File: src/rtl/core/r2p_sqrt.sv
module r2p_sqrt #(
	parameter int SUM_W = 34,
	parameter int DEPTH = 17
) (
	input  logic                 clk,
	input  logic                 adv,
	input  logic [SUM_W-1:0]     sum_in,
	output logic [SUM_W/2-1:0]   root_out,
	output logic [SUM_W/2+1:0]   rem_out
);

	localparam int RW   = SUM_W / 2;
	localparam int REMW = RW + 2;
	localparam int CW   = REMW + 2;

	logic [SUM_W-1:0] s_s   [1:DEPTH];
	logic [RW-1:0]    q_s   [1:DEPTH];
	logic [REMW-1:0]  rem_s [1:DEPTH];

	for (genvar k = 0; k < DEPTH; k++) begin : g_stage
		logic [SUM_W-1:0] si;
		logic [RW-1:0]    qi;
		logic [REMW-1:0]  ri;

		if (k == 0) begin : g_head
			assign si = sum_in;
			assign qi = '0;
			assign ri = '0;
		end else begin : g_link
			assign si = s_s[k];
			assign qi = q_s[k];
			assign ri = rem_s[k];
		end

		if (k < RW) begin : g_bit
			logic [CW-1:0] cand;
			logic [CW-1:0] trial;
			logic [CW-1:0] diff;
			logic          take;

			// restoring square root: one root bit per stage
			assign cand  = {ri, si[SUM_W-1 -: 2]};
			assign trial = {2'b00, qi, 2'b01};
			assign diff  = cand - trial;
			assign take  = cand >= trial;

			always_ff @(posedge clk) begin
				if (adv) begin
					s_s[k+1]   <= si << 2;
					q_s[k+1]   <= {qi[RW-2:0], take};
					rem_s[k+1] <= take ? diff[REMW-1:0] : cand[REMW-1:0];
				end
			end
		end else begin : g_pass
			always_ff @(posedge clk) begin
				if (adv) begin
					s_s[k+1]   <= si;
					q_s[k+1]   <= qi;
					rem_s[k+1] <= ri;
				end
			end
		end
	end

	assign root_out = q_s[DEPTH];
	assign rem_out  = rem_s[DEPTH];

endmodule

File: config.mk
export PLATFORM = sky130hd
export DESIGN_NAME = r2p_sqrt
export DESIGN_NICKNAME = d
export VERILOG_FILES = /design/src/rtl/core/r2p_sqrt.sv
export SDC_FILE = /design/constraint.sdc
export NUM_CORES = 1
export LEC_CHECK = 0
export ABC_AREA = 1
export BUFFER_PORTS_ARGS = -buffer_cell sky130_fd_sc_hd__buf_2
export CAP_MARGIN = 20
export CORE_MARGIN = 5
export CORE_UTILIZATION = 48
export DETAILED_ROUTE_END_ITERATION = 16
export GPL_ROUTABILITY_DRIVEN = 0
export SYNTH_ARGS = -nofsm -noshare
export SYNTH_HDL_FRONTEND = slang
export SYNTH_SLANG_ARGS = --single-unit
File: constraint.sdc
create_clock -name clk -period 2.7 [get_ports clk]
set_input_delay 0.405 -clock clk [delete_from_list [all_inputs] [get_ports clk]]
set_output_delay 0.405 -clock clk [all_outputs]
set_load 0.02 [all_outputs]
# After elaboration in Yosys (flattened, before gate mapping)
# Memories as Yosys holds them, arrays and structs flattened.
# Index checks and enable logic that the tools add are counted.
totals:
  romBits: 0
  mem_bits_rw: 1156
  latchBits: 0
  reg_bits: 0
  output_inout_bits: 36
  word_cells: 56
  memories: 3
memory_table:
  columns: ["name", "words", "width", "read_ports", "rd_ports_with_merged_regs", "wr", "line_no", "text"]
  rows:
  - ["s_s", 17, 32, 16, 0, 17, "16", "logic [SUM_W-1:0] s_s [1:DEPTH];"]
  - ["rem_s", 17, 19, 17, 0, 17, "18", "logic [REMW-1:0] rem_s [1:DEPTH];"]
  - ["q_s", 17, 17, 17, 0, 17, "17", "logic [RW-1:0] q_s [1:DEPTH];"]
op_classes:
  order_cmp: 17
  n_eq_ne: 0
  n_mux: 19
  add_sub_neg: 17
  n_reduce_logical: 0
  multipliers: 0
  div_mod_pow: 0
  bitwise_logic: 0
  n_shift: 0
op_table:
  columns: ["operator", "count"]
  rows:
  - ["$ge A21 B19 Y1", 16]
  - ["$mux W19", 17]
  - ["$sub A19 B19 Y19", 16]
  - ["$sub A2 B1 Y3 const B", 1]
  - ["$ge A2 B1 Y1 const B", 1]
  - ["$mux W1", 2]

# Longest topological paths before layout
# An unclocked memory read counts as a cell.
depth:
  ltp_word: 3
  ltp_mapped: 14
  ltp_nobuf: 14

# Worst setup path before layout
# OpenSTA, ideal clock, no wires.
synth_timing:
  kind: "register -> register"
  from: "memory rem_s[1][0] (netlist bit)"
  to: "memory rem_s[2][17] (netlist bit) (data pin)"
  stages_incl_launch_ff: 11
  period_less_slack_ps: 1945
  t_arrival_ps: 1677
  required_time_ps: 2431
  setup_slack_ps: 755
  path_cell_list: "edfxtp_1 > ha_1 > o21ai_0 > nand2_1 > inv_1 > nand2_1 > inv_1 > ha_1 > and2_1 > clkbuf_1 > o21ai_0"
synth_lines:
  columns: ["item", "line_no"]
  rows:
  - ["start, declared", "18"]

==> metrics.md <==
| Metric | Value |
|---|---|
| Status | complete, no violations |
| Clock transition at the registers of the reported paths | 0.06 ns |
| Largest net degree at the start of global routing | 73 |
| Min Tclk post-route | 2.43 ns |
| Setup Crit Path Kind | flip-flop to flip-flop |
| P_leak | 0.0194 uW |
| Area growth syn-to-layout | 12.9% |
| Via count | 27044 |
| CP arrival | 2.77 ns |
| Final period util | 89.8% |
| Cells after Synth | 4141 |
| Final instance area | 43300 um^2 |
| Worst-margin pin slew | 0.601 ns |
| Setup Fix Bufs, Post-CTS | 0 |
| Post-detail-place hpwl | 63.2 mm |
| Mapped Area | 38400 um^2 |
| FF-to-FF path depth | 10 |
| Yosys cell types | 50 |
| Hold Path Class | input pin to flip-flop |
| Reg2reg end | rem_s[7][4] |
| N_diodes | 0 |
| Synth warn | 0 |
| RSZ-0062 raised after global routing | no |
| Synth Area per Inst | 9.27 um^2 |
| DRT iter0 DRCs | 1907 |
| Reg2reg setup slack | 0.27 ns |
| Fill count | 7158 |
| Max Fclk | 0.412 GHz |
| Final setup TNS | 0 ns |
| Layout Skew | 0.0379 ns |
| Initial antenna violation count | 1 |
| Final hold vios | 0 |
| Syn_nets | 4350 |
| Max clock buf depth | 3 |
| Hold endpoint | rem_s[1][1] |
| CTS sink cnt | 726 |
| Antenna Nets Post-Route | 0 |
| CP max FO | 12 |
| WP data required | 3.05 ns |
| Max-slew violations | 0 |
| Worst R2R Start | rem_s[6][0] |
| Sequential fraction of the synthesis area | 56.8% |
| Die Area | 85700 um^2 |
| Final net count | 4551 |
| Vias/cell | 4.96 |
| Total gr overflow | 0 |
| CTS tree | yes |
| Overall routing resource usage | 19.2% |
| Max IR drop VDD | 0.588 mV |
| DP Area | 40300 um^2 |
| Clk_lat worst skew | 0.64 ns |
| CP Launch Type | flip-flop |
| Crit. End Element | flip-flop |
| Final setup fails | 0 |
| I/O Pins | 72 |
| Core ar. | 79100 um^2 |
| Routed wire length | 82.9 mm |
| DRC Markers | 0 |
| Die X | 293 um |
| Vias in the first global route | 25841 |
| Die Y-Extent | 293 um |
| Initial Util | 48.5% |
| Total of max-cap violations | 0 |
| Post-synth EDFFs | 726 |
| Global-route wire length before repair | 134 mm |
| Pwr dens | 735 nW/um^2 |
| Clock Root Buffer | clkbuf_16 |
| Port bufs | 71 |
| Relative slew slack | 59.5% |
| Top_reg_cell synth | edfxtp_1 |
| Num CTS Buffers | 81 |
| Hold_sp | sum_in[32] |
| Synth Register Bits | 726 |
| Row count | 103 |
| Share of cells above drive strength 1 | 7.36% |
| Pre-antenna DRT Iters | 6 |
| CTS H-tree depth | 3 |
| WL/cell | 15.2 um |
| Hold path depth | 3 |
| Asr flop ratio synth | 0% |
## where the power goes
group | switching [uW] | leakage (uW) | internal [uW] | total (uW)
Sequential | 782 | 0.00696 | 13900 | 14700
Combinational | 3950 | 0.0112 | 2130 | 6070
Clock | 4490 | 0.00130 | 6580 | 11100
## cells in the mapped netlist (2+ instances only)
library cell,number,area [um^2]
o211ai_1,4,30.0
nor4_1,2,12.5
nor2_2,14,87.6
ha_1,173,2160
nand2_2,15,93.8
a21o_1,2,15.0
buf_6,12,135
o21ai_1,26,130
nor3_1,30,150
o21ai_0,107,536
buf_4,13,97.6
and3_1,3,18.8
a21oi_4,3,48.8
nand3b_1,44,330
edfxtp_1,726,21800
or2_2,5,31.3
nor3_2,5,50.1
nor2_1,331,1240
nand2_4,2,22.5
a21boi_0,2,15.0
nand2_1,1337,5020
and2_1,3,18.8
xor2_1,89,780
o21ai_2,4,35.0
nand3_1,235,1180
nand3_2,3,30.0
nand4_1,43,269
a21oi_2,11,96.3
o21a_1,4,30.0
inv_2,15,56.3
nor2_4,5,56.3
a21oi_1,155,776
a31oi_1,2,12.5
o21bai_1,6,45.0
xnor2_1,44,385
inv_1,644,2420
buf_2,9,45.0
## how the worst max path moves through the flow
stage,slack [ns],depth (start not counted),start,end
CTS,0.20,10,rem_s[6][0],rem_s[7][4]
global route,0.09,10,rem_s[6][0],rem_s[7][4]
detailed placement,0.21,10,rem_s[6][0],rem_s[7][4]
global placement,0.24,10,rem_s[6][0],rem_s[7][4]
floorplan,0.75,10,rem_s[1][0],rem_s[2][17]
finish,0.27,10,rem_s[6][0],rem_s[7][4]
## state kept, by name, indices dropped and copies added (netlist names)
register and flops:
rem_s 301, s_s 272, q_s 153
## logic make-up after synthesis
group | share of synthesized area, %
adders and majority gates | 5.64
buffers and inverters | 7.21
DFF | 56.8
AOI/OAI and AO/OA | 4.65
xor gates and xnor gates | 3.04
and+or+nand+nor | 22.6
other | 0.00977
## layout by cell type (no fill, tap or decap), types with 4 or more instances in the layout
master / instances
clkbuf_16: 82
nor2_2: 13
inv_2: 15
nand2_2: 15
edfxtp_1: 726
nand3_1: 235
clkbuf_1: 11
nor3_2: 5
nand2_1: 1337
xnor2_1: 44
nand4_1: 43
buf_12: 12
bufinv_16: 10
nor2_1: 331
dlygate4sd3_1: 32
o21ai_1: 26
clkinv_1: 20
o21ai_2: 4
xor2_1: 89
buf_4: 38
buf_2: 70
ha_1: 173
a21oi_2: 11
o21ai_0: 107
nor3_1: 30
or2_2: 5
inv_1: 644
o211ai_1: 4
nand3b_1: 44
clkinvlp_4: 6
clkinv_2: 6
nor2_4: 6
a21oi_1: 155
inv_6: 5
o21bai_1: 6
o21a_1: 4
## repair_timing
item	4_1_cts	5_1_grt
endpoints found under the setup margin	0	6
resized for setup	0	1
hold buffers	32	0
hold endpoints to repair	32	0
## layout make-up
cell class | count | area [um^2] | area share (%)
clock buffers | 93 | 2090 | 4.83
clock inverters | 53 | 621 | 1.43
inverters | 661 | 2480 | 5.73
multi-input cells | 2719 | 13800 | 31.9
flip-flops and latches | 726 | 21800 | 50.3
well taps | 1050 | 1310 | 3.03
repair buffers | 153 | 1210 | 2.79
## per-stage QoR
step                util, %  hold WS [ns]  instances  setup slack [ns]  power [uW]
CTS                    54.8        0.0155       5455             0.199       32200
finish                 54.8        0.0519       5455             0.274       31900
global route           54.8        0.0418       5455            0.0897       33700
global placement       50.9         0.400       5277             0.236       20900
detailed placement     50.9         0.405       5277             0.206       21000
floorplan                 -         0.400       4141             0.755       19000
## per-layer routing
| layer | vias to the layer above | share of wire (%) | global-route usage (%) |
|---|---|---|---|
| met4 | 2 | 2.7 | 5.33 |
| met3 | 134 | 4.6 | 2.88 |
| li1 | 13970 | - | - |
| met2 | 585 | 49 | 33.0 |
| met5 | - | 0.014 | 0 |
| met1 | 12353 | 44 | 25.5 |
## worst max-delay path: stages (launching register included)
cell	delay, ns
edfxtp_1	0.43
ha_1	0.38
a21oi_1	0.21
nand2_1	0.13
nand2_1	0.08
nand2_1	0.08
nand2_1	0.09
nand3_1	0.15
nor2_4	0.25
buf_4	0.23
o21ai_0	0.13
(Power assumes the default switching activity.)
